## src/rtl/dcda_pkg.sv

```systemverilog
// Shared constants, types and rate table for the decimating averager.
package dcda_pkg;

  localparam int CHANNELS    = 2;
  localparam int SMP_W       = 24;
  localparam int SUM_W       = 32;
  localparam int AVG_W       = 16;
  localparam int RATE_W      = 3;
  localparam int OSR_W       = 2;
  localparam int LEN_W       = 8;
  localparam int LANE_STAGES = 6;

  // |sum * scale| <= 244 * 2^23 < 2^31
  localparam int MAG_W       = 31;
  localparam int Q_W         = 15;
  localparam int DIV_W       = 17;
  localparam int RECIP_W     = 15;
  localparam int RECIP_SHIFT = 31;

  localparam logic [DIV_W-1:0]   DIVISOR = 17'd81223;
  // floor(2^31 / 81223); quotient estimate is low by at most one
  localparam logic [RECIP_W-1:0] RECIP   = 15'd26439;

  localparam logic [RATE_W-1:0] RATE_976SPS = 3'd0;
  localparam logic [RATE_W-1:0] RATE_488SPS = 3'd1;
  localparam logic [RATE_W-1:0] RATE_244SPS = 3'd2;
  localparam logic [RATE_W-1:0] RATE_122SPS = 3'd3;
  localparam logic [RATE_W-1:0] RATE_61SPS  = 3'd4;
  localparam logic [RATE_W-1:0] RATE_4SPS   = 3'd5;
  localparam logic [RATE_W-1:0] RATE_2SPS   = 3'd6;
  localparam logic [RATE_W-1:0] RATE_1SPS   = 3'd7;

  localparam logic [RATE_W-1:0] RATE_RESET = RATE_2SPS;

  localparam logic [OSR_W-1:0] OSR_1024 = 2'd0;
  localparam logic [OSR_W-1:0] OSR_2048 = 2'd1;
  localparam logic [OSR_W-1:0] OSR_4096 = 2'd2;

  // Per-stage control broadcast to every lane
  typedef struct packed {
    logic                   acc_en;
    logic                   blk_end;
    logic [LANE_STAGES-1:0] ld;
    logic [LEN_W-1:0]       scale;
  } lane_ctl_t;

  // Side data leaving the last lane stage toward the output register
  typedef struct packed {
    logic              valid;
    logic [RATE_W-1:0] rate;
    logic [OSR_W-1:0]  osr;
  } tail_t;

  function automatic logic [LEN_W-1:0] rate_len(input logic [RATE_W-1:0] rate);
    logic [LEN_W-1:0] len;
    case (rate)
      RATE_122SPS: len = 8'd2;
      RATE_61SPS:  len = 8'd4;
      RATE_4SPS:   len = 8'd61;
      RATE_2SPS:   len = 8'd122;
      RATE_1SPS:   len = 8'd244;
      default:     len = 8'd1;
    endcase
    return len;
  endfunction

  function automatic logic [LEN_W-1:0] rate_scale(input logic [RATE_W-1:0] rate);
    logic [LEN_W-1:0] scl;
    case (rate)
      RATE_122SPS: scl = 8'd122;
      RATE_61SPS:  scl = 8'd61;
      RATE_4SPS:   scl = 8'd4;
      RATE_2SPS:   scl = 8'd2;
      RATE_1SPS:   scl = 8'd1;
      default:     scl = 8'd244;
    endcase
    return scl;
  endfunction

  function automatic logic [OSR_W-1:0] rate_osr(input logic [RATE_W-1:0] rate);
    logic [OSR_W-1:0] osr;
    case (rate)
      RATE_976SPS: osr = OSR_1024;
      RATE_488SPS: osr = OSR_2048;
      default:     osr = OSR_4096;
    endcase
    return osr;
  endfunction

endpackage

```

## src/rtl/dcda_ctrl.sv

```systemverilog
// Block counter, rate state and stage valid/flow control shared by all lanes.
module dcda_ctrl import dcda_pkg::*; (
  input  logic              clk_i,
  input  logic              rst_ni,
  input  logic              cfg_we_i,
  input  logic [RATE_W-1:0] cfg_wdata_i,
  input  logic              in_valid_i,
  output logic              in_stall_o,
  input  logic              mrg_rdy_i,
  output lane_ctl_t         lane_ctl_o,
  output tail_t             tail_o
);

  localparam int LAST = LANE_STAGES - 1;

  logic [RATE_W-1:0]      req_q, cur_q;
  logic [LEN_W-1:0]       cnt_q, len_q, scl_q;
  logic [LANE_STAGES-1:0] v_q;
  logic [LANE_STAGES-1:0] rdy, ld;
  logic [RATE_W-1:0]      rate_q [LANE_STAGES];
  logic [OSR_W-1:0]       osr_q  [LANE_STAGES];

  logic             accept, blk_end, reload;
  logic [LEN_W:0]   cnt_nxt;
  logic [RATE_W-1:0] new_rate;

  always_comb begin
    rdy[LAST] = !v_q[LAST] || mrg_rdy_i;
    for (int k = LAST - 1; k >= 0; k--) begin
      rdy[k] = !v_q[k] || rdy[k+1];
    end
    accept   = in_valid_i && rdy[0];
    cnt_nxt  = {1'b0, cnt_q} + {{LEN_W{1'b0}}, 1'b1};
    blk_end  = cnt_nxt >= {1'b0, len_q};
    reload   = cur_q != req_q;
    new_rate = reload ? req_q : cur_q;
    ld[0]    = accept && blk_end;
    for (int k = 1; k < LANE_STAGES; k++) begin
      ld[k] = rdy[k] && v_q[k-1];
    end
  end

  always_ff @(posedge clk_i or negedge rst_ni) begin
    if (!rst_ni) begin
      req_q <= RATE_RESET;
      cur_q <= RATE_RESET;
      len_q <= rate_len(RATE_RESET);
      scl_q <= rate_scale(RATE_RESET);
      cnt_q <= '0;
      v_q   <= '0;
    end else begin
      if (cfg_we_i) begin
        req_q <= cfg_wdata_i;
      end
      if (accept) begin
        cnt_q <= blk_end ? '0 : cnt_nxt[LEN_W-1:0];
        // new rate only at a block boundary, and only when it differs
        if (blk_end && reload) begin
          cur_q <= req_q;
          len_q <= rate_len(req_q);
          scl_q <= rate_scale(req_q);
        end
      end
      if (rdy[0]) begin
        v_q[0] <= accept && blk_end;
      end
      for (int k = 1; k < LANE_STAGES; k++) begin
        if (rdy[k]) begin
          v_q[k] <= v_q[k-1];
        end
      end
    end
  end

  always_ff @(posedge clk_i) begin
    if (ld[0]) begin
      rate_q[0] <= new_rate;
      osr_q[0]  <= rate_osr(new_rate);
    end
    for (int k = 1; k < LANE_STAGES; k++) begin
      if (ld[k]) begin
        rate_q[k] <= rate_q[k-1];
        osr_q[k]  <= osr_q[k-1];
      end
    end
  end

  assign in_stall_o = !rdy[0];

  assign lane_ctl_o.acc_en  = accept;
  assign lane_ctl_o.blk_end = blk_end;
  assign lane_ctl_o.ld      = ld;
  assign lane_ctl_o.scale   = scl_q;

  assign tail_o.valid = v_q[LAST];
  assign tail_o.rate  = rate_q[LAST];
  assign tail_o.osr   = osr_q[LAST];

endmodule

```

## src/rtl/dcda_lane.sv

```systemverilog
// One channel: running sum, then scale and divide by a constant over five stages.
module dcda_lane import dcda_pkg::*; (
  input  logic                    clk_i,
  input  logic                    rst_ni,
  input  lane_ctl_t               ctl_i,
  input  logic signed [SMP_W-1:0] sample_i,
  output logic signed [AVG_W-1:0] avg_o
);

  logic signed [SUM_W-1:0] sum_q, blk_q, prod_q;
  logic        [LEN_W-1:0] scl_q;
  logic        [MAG_W-1:0] mag3_q, mag4_q, mag5_q, p2_q;
  logic                    neg3_q, neg4_q, neg5_q;
  logic        [Q_W-1:0]   q04_q, q05_q;
  logic signed [AVG_W-1:0] res_q;

  logic signed [SUM_W-1:0]         smp_ext, sum_add, prod_neg;
  logic signed [SUM_W+LEN_W:0]     prod_full;
  logic        [MAG_W+RECIP_W-1:0] est_full;
  logic        [Q_W+DIV_W-1:0]     p2_full;
  logic        [MAG_W-1:0]         rem;
  logic        [AVG_W-1:0]         q_fix;

  always_comb begin
    smp_ext   = SUM_W'(sample_i);
    sum_add   = sum_q + smp_ext;
    prod_full = blk_q * $signed({1'b0, scl_q});
    prod_neg  = -prod_q;
    est_full  = mag3_q * RECIP;
    p2_full   = q04_q * DIVISOR;
    rem       = mag5_q - p2_q;
    // estimate may be one short
    q_fix     = AVG_W'(q05_q) + ((rem >= MAG_W'(DIVISOR)) ? AVG_W'(1) : AVG_W'(0));
  end

  always_ff @(posedge clk_i or negedge rst_ni) begin
    if (!rst_ni) begin
      sum_q <= '0;
    end else if (ctl_i.acc_en) begin
      sum_q <= ctl_i.blk_end ? '0 : sum_add;
    end
  end

  always_ff @(posedge clk_i) begin
    if (ctl_i.ld[0]) begin
      blk_q <= sum_add;
      scl_q <= ctl_i.scale;
    end
    if (ctl_i.ld[1]) begin
      prod_q <= prod_full[SUM_W-1:0];
    end
    if (ctl_i.ld[2]) begin
      neg3_q <= prod_q[SUM_W-1];
      mag3_q <= prod_q[SUM_W-1] ? prod_neg[MAG_W-1:0] : prod_q[MAG_W-1:0];
    end
    if (ctl_i.ld[3]) begin
      q04_q  <= est_full[RECIP_SHIFT +: Q_W];
      mag4_q <= mag3_q;
      neg4_q <= neg3_q;
    end
    if (ctl_i.ld[4]) begin
      p2_q   <= p2_full[MAG_W-1:0];
      q05_q  <= q04_q;
      mag5_q <= mag4_q;
      neg5_q <= neg4_q;
    end
    if (ctl_i.ld[5]) begin
      res_q <= neg5_q ? -$signed(q_fix) : $signed(q_fix);
    end
  end

  assign avg_o = res_q;

endmodule

```

## src/rtl/dcda_merge.sv

```systemverilog
// Output register: joins the lane averages with the rate fields into one result.
module dcda_merge import dcda_pkg::*; (
  input  logic                    clk_i,
  input  logic                    rst_ni,
  input  tail_t                   tail_i,
  input  logic signed [AVG_W-1:0] lane_avg_i [CHANNELS],
  output logic                    mrg_rdy_o,
  output logic                    out_valid_o,
  input  logic                    out_stall_i,
  output logic signed [AVG_W-1:0] avg_o [CHANNELS],
  output logic [RATE_W-1:0]       rate_o,
  output logic [OSR_W-1:0]        osr_o
);

  logic                    out_v_q;
  logic signed [AVG_W-1:0] avg_q [CHANNELS];
  logic [RATE_W-1:0]       rate_q;
  logic [OSR_W-1:0]        osr_q;

  assign mrg_rdy_o = !out_v_q || !out_stall_i;

  always_ff @(posedge clk_i or negedge rst_ni) begin
    if (!rst_ni) begin
      out_v_q <= 1'b0;
    end else if (mrg_rdy_o) begin
      out_v_q <= tail_i.valid;
    end
  end

  always_ff @(posedge clk_i) begin
    if (mrg_rdy_o && tail_i.valid) begin
      for (int c = 0; c < CHANNELS; c++) begin
        avg_q[c] <= lane_avg_i[c];
      end
      rate_q <= tail_i.rate;
      osr_q  <= tail_i.osr;
    end
  end

  assign out_valid_o = out_v_q;
  assign avg_o       = avg_q;
  assign rate_o      = rate_q;
  assign osr_o       = osr_q;

endmodule

```

## src/rtl/dual_channel_decimating_averager.sv

```systemverilog
// Top level of the dual-channel boxcar decimating averager.
//
// Input channel: one request per cycle carries a signed 24-bit sample pair
// (in_valid_i / in_stall_o). Each channel is summed over a block of samples;
// the block length and scale come from the rate code in force.
// Output channel: one request per block (out_valid_o / out_stall_i) with
// sum * scale / 81223 truncated toward zero per channel, the rate code in
// force after the boundary and its oversampling code.
// cfg_we_i writes the requested rate; it is taken over at the next block
// boundary if it differs from the current rate.
// Throughput: one sample pair per cycle while in_stall_o is low, set by the
// running-sum adder in each lane. The result of a block passes from the edge
// that accepts its last sample through lane stage 0 (loaded at that edge),
// five more lane stages, then the output register.
// Reset clears the sums and counter, restores rate code 6 (122 samples per
// block, scale 2) and empties the pipeline.
// A stalled result holds in the output register; the lane pipeline keeps
// accepting samples until every stage holds an undelivered result, and only
// then raises in_stall_o.
module dual_channel_decimating_averager import dcda_pkg::*; (
  input  logic                    clk_i,
  input  logic                    rst_ni,
  input  logic                    cfg_we_i,
  input  logic [RATE_W-1:0]       cfg_wdata_i,
  input  logic                    in_valid_i,
  output logic                    in_stall_o,
  input  logic signed [SMP_W-1:0] sample_ch0_i,
  input  logic signed [SMP_W-1:0] sample_ch1_i,
  output logic                    out_valid_o,
  input  logic                    out_stall_i,
  output logic signed [AVG_W-1:0] average_ch0_o,
  output logic signed [AVG_W-1:0] average_ch1_o,
  output logic [RATE_W-1:0]       rate_in_use_o,
  output logic [OSR_W-1:0]        oversampling_code_o
);

  lane_ctl_t               lane_ctl;
  tail_t                   tail;
  logic                    mrg_rdy;
  logic signed [SMP_W-1:0] samples  [CHANNELS];
  logic signed [AVG_W-1:0] lane_avg [CHANNELS];
  logic signed [AVG_W-1:0] avg      [CHANNELS];

  assign samples[0] = sample_ch0_i;
  assign samples[1] = sample_ch1_i;

  dcda_ctrl u_ctrl (
    .clk_i      (clk_i),
    .rst_ni     (rst_ni),
    .cfg_we_i   (cfg_we_i),
    .cfg_wdata_i(cfg_wdata_i),
    .in_valid_i (in_valid_i),
    .in_stall_o (in_stall_o),
    .mrg_rdy_i  (mrg_rdy),
    .lane_ctl_o (lane_ctl),
    .tail_o     (tail)
  );

  for (genvar c = 0; c < CHANNELS; c++) begin : g_lane
    dcda_lane u_lane (
      .clk_i   (clk_i),
      .rst_ni  (rst_ni),
      .ctl_i   (lane_ctl),
      .sample_i(samples[c]),
      .avg_o   (lane_avg[c])
    );
  end

  dcda_merge u_merge (
    .clk_i      (clk_i),
    .rst_ni     (rst_ni),
    .tail_i     (tail),
    .lane_avg_i (lane_avg),
    .mrg_rdy_o  (mrg_rdy),
    .out_valid_o(out_valid_o),
    .out_stall_i(out_stall_i),
    .avg_o      (avg),
    .rate_o     (rate_in_use_o),
    .osr_o      (oversampling_code_o)
  );

  assign average_ch0_o = avg[0];
  assign average_ch1_o = avg[1];

endmodule

```

## config.mk

```make
export PLATFORM = sky130hd
export DESIGN_NAME = dual_channel_decimating_averager
export DESIGN_NICKNAME = d
export VERILOG_FILES = /design/src/rtl/dcda_pkg.sv /design/src/rtl/dcda_ctrl.sv /design/src/rtl/dcda_lane.sv /design/src/rtl/dcda_merge.sv /design/src/rtl/dual_channel_decimating_averager.sv
export SDC_FILE = /design/constraint.sdc
export NUM_CORES = 2
export LEC_CHECK = 0
export ABC_AREA = 1
export ABC_CLOCK_PERIOD_IN_PS = 9900
export BUFFER_PORTS_ARGS = -buffer_cell sky130_fd_sc_hd__buf_2
export CAP_MARGIN = 20
export CORE_MARGIN = 5
export CORE_UTILIZATION = 40
export DETAILED_ROUTE_END_ITERATION = 6
export MAX_ROUTING_LAYER = met4
export PLACE_DENSITY = 0.59
export RECOVER_POWER = 50
export SETUP_SLACK_MARGIN = 0.5
export SYNTH_ARGS = -nofsm -noshare
export SYNTH_HDL_FRONTEND = slang
export SYNTH_SLANG_ARGS = --single-unit
```

## constraint.sdc

```tcl
create_clock -name clk_i -period 9.9 [get_ports clk_i]
set_clock_uncertainty 0.1 [all_clocks]
set_input_delay 1.98 -clock clk_i [delete_from_list [all_inputs] [get_ports clk_i]]
set_output_delay 1.98 -clock clk_i [all_outputs]
set_load 0.01 [all_outputs]
```

==> results_dict.tcl <==
set metrics [dict create \
    status "complete, but fails checks" \
    violations "design-rule violations, max-capacitance violations, max-slew violations" \
    drc_errors 1 \
    io_pins 95 \
    regArea_mm2 0.0189 \
    critPathBufInv 2 \
    setup_tns_ns 0 \
    grt_setup_unrepaired "false" \
    dominantRegCellSynth "sky130_fd_sc_hd__edfxtp_1" \
    fillerInstances 18100 \
    routed_via_density 4.81 \
    first_iter_violations 2459 \
    period_needed_ns 6.54 \
    critPathMaxStageDelay_ns 2.37 \
    path_class "in -> async" \
    synthArstFlopShare_pct 15.2 \
    clkLatencyLatePin_ns 0.69 \
    diodes 0 \
    yosysTopAreaCell "sky130_fd_sc_hd__fa_1" \
    cts.path.max_buffers 3 \
    grt_start_max_net_pins 70 \
    floorplan.core_area_mm2 0.183 \
    crit_path_end_kind "asynchronous set/reset pin" \
    timing.critical_path.fanout_max 55 \
    areaGrowthSynthToFinish_pct 8.23 \
    wirelength_um 179000 \
    die_h_um 440 \
    cells_after_synth 8410 \
    crit_path_top_delay_cell "sky130_fd_sc_hd__clkbuf_1" \
    synth.top_cell.area_share_pct 23.0 \
    top_cells_by_area_in_the_synthesized_netlist "sky130_fd_sc_hd__fa_1, sky130_fd_sc_hd__edfxtp_1, sky130_fd_sc_hd__ha_1, sky130_fd_sc_hd__inv_1, sky130_fd_sc_hd__nand2_1" \
    r2r_cells 18 \
    fin_hold_ws_ns 0.309 \
    detailroute.via_count 53200 \
    post-cts-setup-buffer-count 0 \
    setup_violations 0 \
    r2r_start "g_lane[1].u_lane.q04_q[2]$_DFFE_PP_" \
    post-route-worst-setup-slack_ns 3.36 \
    worst-slew-pin-transition_ns 3.52 \
    root_buffer "sky130_fd_sc_hd__clkbuf_16" \
    cts.repair.resized 0 \
    via_count_of_the_first_global_routing_pass 56600 \
    worstSetupEndpoint "g_lane[1].u_lane.sum_q[26]$_DFFE_PN0P_" \
    grt_antenna_before_repair 7 \
    critPathArrivalTime_ns 6.50 \
    die_wd_um 440 \
    yosys_register_bits 644 \
    place_hpwl_um 151000 \
    global_route.usage.total_pct 19.4 \
    drv_cap 7 \
    timing_hold_violations_final 0 \
    grt_pass1_wl_um 294000 \
    r2r_setup_slack_ns 4.15 \
    clock_sink_count 644 \
    initial_utilization_pct 40.3 \
    floorplan.rows 157 \
    gpl.final_weighted_congestion 0.912 \
    post-route-util_pct 43.6 \
    synth-edff-count 546 \
    finalNetCount 10300 \
    clkTransAtPathRegs_ns 0.06 \
    cts_tree "built" \
    dieArea_mm2 0.193 \
    final.period_utilization_pct 66.0 \
    syn_nets 10200 \
    maximum_clock_frequency_ghz 0.153 \
    worstHoldPathType "reg -> reg" \
    drt-pass1-iter-count 7 \
    multiInputGateArea_mm2 0.0465 \
    synth_warnings 0 \
    critical_path.startpoint "rst_ni" \
    slew_violations 317 \
    seq_area_frac_synth_pct 25.6 \
    timing.critical_path.max_delay_family "buffers and inverters" \
    cts.htree.levels 3 \
    critical-path-top-cell-by-count "sky130_fd_sc_hd__clkbuf_1" \
    grt_overflow_total 0 \
    post-place-ws_ns 4.13 \
    final_antenna_net_count 0 \
    buffer_ports.inserted 94 \
    timing.critical_path.required_ns 9.87 \
    avgRoutedWirePerCell_um 16.2 \
    timing.critical_path.from_type "primary input" \
    syn_area_cell_um2 8.77 \
    r2r_end "g_lane[1].u_lane.p2_q[23]$_DFFE_PP_" \
    hold_buffers_post_cts 0 \
    mappedNetlistArea_mm2 0.0738 \
    slew_limit_headroom_pct -135 \
    post_synth_num_cell_types 63 \
    critical_path.cell_chain "clkbuf_1 > clkbuf_1" \
    drive_above_1_share_pct 2.99 \
    worstSetupPathDepth 2 \
    tritoncts.num_buffers 81 \
]
layout make-up:
class | instances | share of cell area (%)
multi-input combinational | 5533 | 58.2
sequential | 644 | 23.6
inverter | 2160 | 10.2
tap | 2464 | 3.86
clock buffer | 95 | 2.71
clock inverter | 52 | 0.808
timing repair buffer | 115 | 0.686
cell usage after synthesis, types with 11 or more instances:
| cell | n |
|---|---|
| sky130_fd_sc_hd__inv_1 | 2152 |
| sky130_fd_sc_hd__nand2_1 | 1708 |
| sky130_fd_sc_hd__ha_1 | 888 |
| sky130_fd_sc_hd__fa_1 | 846 |
| sky130_fd_sc_hd__edfxtp_1 | 546 |
| sky130_fd_sc_hd__nor2_1 | 461 |
| sky130_fd_sc_hd__a21oi_1 | 355 |
| sky130_fd_sc_hd__o21ai_0 | 228 |
| sky130_fd_sc_hd__nand3_1 | 221 |
| sky130_fd_sc_hd__xor2_1 | 219 |
| sky130_fd_sc_hd__xnor2_1 | 114 |
| sky130_fd_sc_hd__dfrtp_1 | 90 |
| sky130_fd_sc_hd__nor3_1 | 81 |
| sky130_fd_sc_hd__nand4_1 | 61 |
| sky130_fd_sc_hd__a31oi_1 | 48 |
| sky130_fd_sc_hd__clkbuf_1 | 46 |
| sky130_fd_sc_hd__a21o_1 | 37 |
| sky130_fd_sc_hd__o21bai_1 | 29 |
| sky130_fd_sc_hd__nand3b_1 | 26 |
| sky130_fd_sc_hd__o21ai_1 | 24 |
| sky130_fd_sc_hd__nor4_1 | 17 |
| sky130_fd_sc_hd__o21a_1 | 17 |
| sky130_fd_sc_hd__o211ai_1 | 15 |
| sky130_fd_sc_hd__buf_2 | 13 |
| sky130_fd_sc_hd__nor2_2 | 13 |
| sky130_fd_sc_hd__and2_1 | 12 |
| sky130_fd_sc_hd__nor3_2 | 12 |
| sky130_fd_sc_hd__a21boi_0 | 11 |
per-layer routing:
layer	global-route usage, %	part of all wire [%]	vias up
li1	-	-	26400
met5	-	0	-
met1	25.2	46	25700
met4	3.68	1.9	0
met2	33.2	49	907
met3	2.12	3.5	225
worst min path at each step:
stage | cells past startpoint | startpoint | end
global route | 0 | g_lane[0].u_lane.avg_o[11]$_DFFE_PP_ | u_merge.avg_o[27]$_DFFE_PP_
CTS | 0 | g_lane[1].u_lane.avg_o[5]$_DFFE_PP_ | u_merge.avg_o[5]$_DFFE_PP_
detailed placement | 0 | g_lane[1].u_lane.mag4_q[11]$_DFFE_PP_ | g_lane[1].u_lane.mag5_q[11]$_DFFE_PP_
finish | 0 | g_lane[1].u_lane.avg_o[5]$_DFFE_PP_ | u_merge.avg_o[5]$_DFFE_PP_
floorplan | 0 | g_lane[0].u_lane.mag4_q[0]$_DFFE_PP_ | g_lane[0].u_lane.mag5_q[0]$_DFFE_PP_
global placement | 0 | u_ctrl.rate_q[2][1]$_DFFE_PP_ | u_ctrl.rate_q[3][1]$_DFFE_PP_
cell usage in the layout, fill, tap and decap left out, types with 14 or more instances in the layout:
cell type,n
sky130_fd_sc_hd__a21o_1,37
sky130_fd_sc_hd__a21oi_1,354
sky130_fd_sc_hd__a31oi_1,48
sky130_fd_sc_hd__buf_2,51
sky130_fd_sc_hd__buf_4,14
sky130_fd_sc_hd__bufinv_16,14
sky130_fd_sc_hd__clkbuf_1,59
sky130_fd_sc_hd__clkbuf_16,84
sky130_fd_sc_hd__clkinv_1,14
sky130_fd_sc_hd__clkinv_2,19
sky130_fd_sc_hd__dfrtp_1,90
sky130_fd_sc_hd__edfxtp_1,546
sky130_fd_sc_hd__fa_1,846
sky130_fd_sc_hd__ha_1,888
sky130_fd_sc_hd__inv_1,2151
sky130_fd_sc_hd__nand2_1,1709
sky130_fd_sc_hd__nand3_1,221
sky130_fd_sc_hd__nand3b_1,26
sky130_fd_sc_hd__nand4_1,62
sky130_fd_sc_hd__nor2_1,466
sky130_fd_sc_hd__nor3_1,87
sky130_fd_sc_hd__nor4_1,17
sky130_fd_sc_hd__o211ai_1,15
sky130_fd_sc_hd__o21a_1,17
sky130_fd_sc_hd__o21ai_0,234
sky130_fd_sc_hd__o21ai_1,20
sky130_fd_sc_hd__o21bai_1,29
sky130_fd_sc_hd__xnor2_1,114
sky130_fd_sc_hd__xor2_1,219
kinds of logic after synthesis:
kind of cell / share of synthesized area [%]
adder cells (fa/ha/maj): 38.0
buffers and inverters: 11.4
AO/OA/AOI/OAI: 6.16
AND/OR/NAND/NOR: 14.8
flip-flops: 25.6
XOR/XNOR: 4.00
worst reg2reg max path, cell delays in order, from the launching register on:
cell	delay, ns
sky130_fd_sc_hd__edfxtp_1	0.60
sky130_fd_sc_hd__inv_1	0.18
sky130_fd_sc_hd__fa_1	0.51
sky130_fd_sc_hd__fa_1	0.50
sky130_fd_sc_hd__inv_1	0.04
sky130_fd_sc_hd__ha_1	0.29
sky130_fd_sc_hd__fa_1	0.56
sky130_fd_sc_hd__fa_1	0.47
sky130_fd_sc_hd__fa_1	0.48
sky130_fd_sc_hd__ha_1	0.40
sky130_fd_sc_hd__nand2_1	0.13
sky130_fd_sc_hd__nor2_1	0.13
sky130_fd_sc_hd__o21ai_0	0.11
sky130_fd_sc_hd__nand2_1	0.21
sky130_fd_sc_hd__a21oi_1	0.14
sky130_fd_sc_hd__o21ai_1	0.30
sky130_fd_sc_hd__nand2_1	0.09
sky130_fd_sc_hd__nand2_1	0.08
sky130_fd_sc_hd__xor2_1	0.26
state kept, by name (all words and copies together), names as in the netlist, 7 cells and up:
signal and count:
g_lane.u_lane.mag4_q 62, g_lane.u_lane.mag3_q 62, g_lane.u_lane.p2_q 60, u_ctrl.scl_q 7, g_lane.u_lane.prod_q 64, u_merge.avg_o 32
u_ctrl.cnt_q 8, g_lane.u_lane.blk_q 64, g_lane.u_lane.q04_q 30, g_lane.u_lane.scl_q 7, u_ctrl.osr_q 12, g_lane.u_lane.avg_o 32
g_lane.u_lane.mag5_q 62, g_lane.u_lane.q05_q 30, g_lane.u_lane.sum_q 64, u_ctrl.rate_q 18
through the flow:
stage	instance area [um2]	std cells
after floorplan	73800	8410
after global placement	77200	10900
after detailed placement	77200	10900
after CTS	80000	11100
after global routing	79900	11100
final	79900	11100
Power is left out: the tool's default activity adds up to more than one toggle a clock period on the data nets, which glitch-free logic cannot reach.
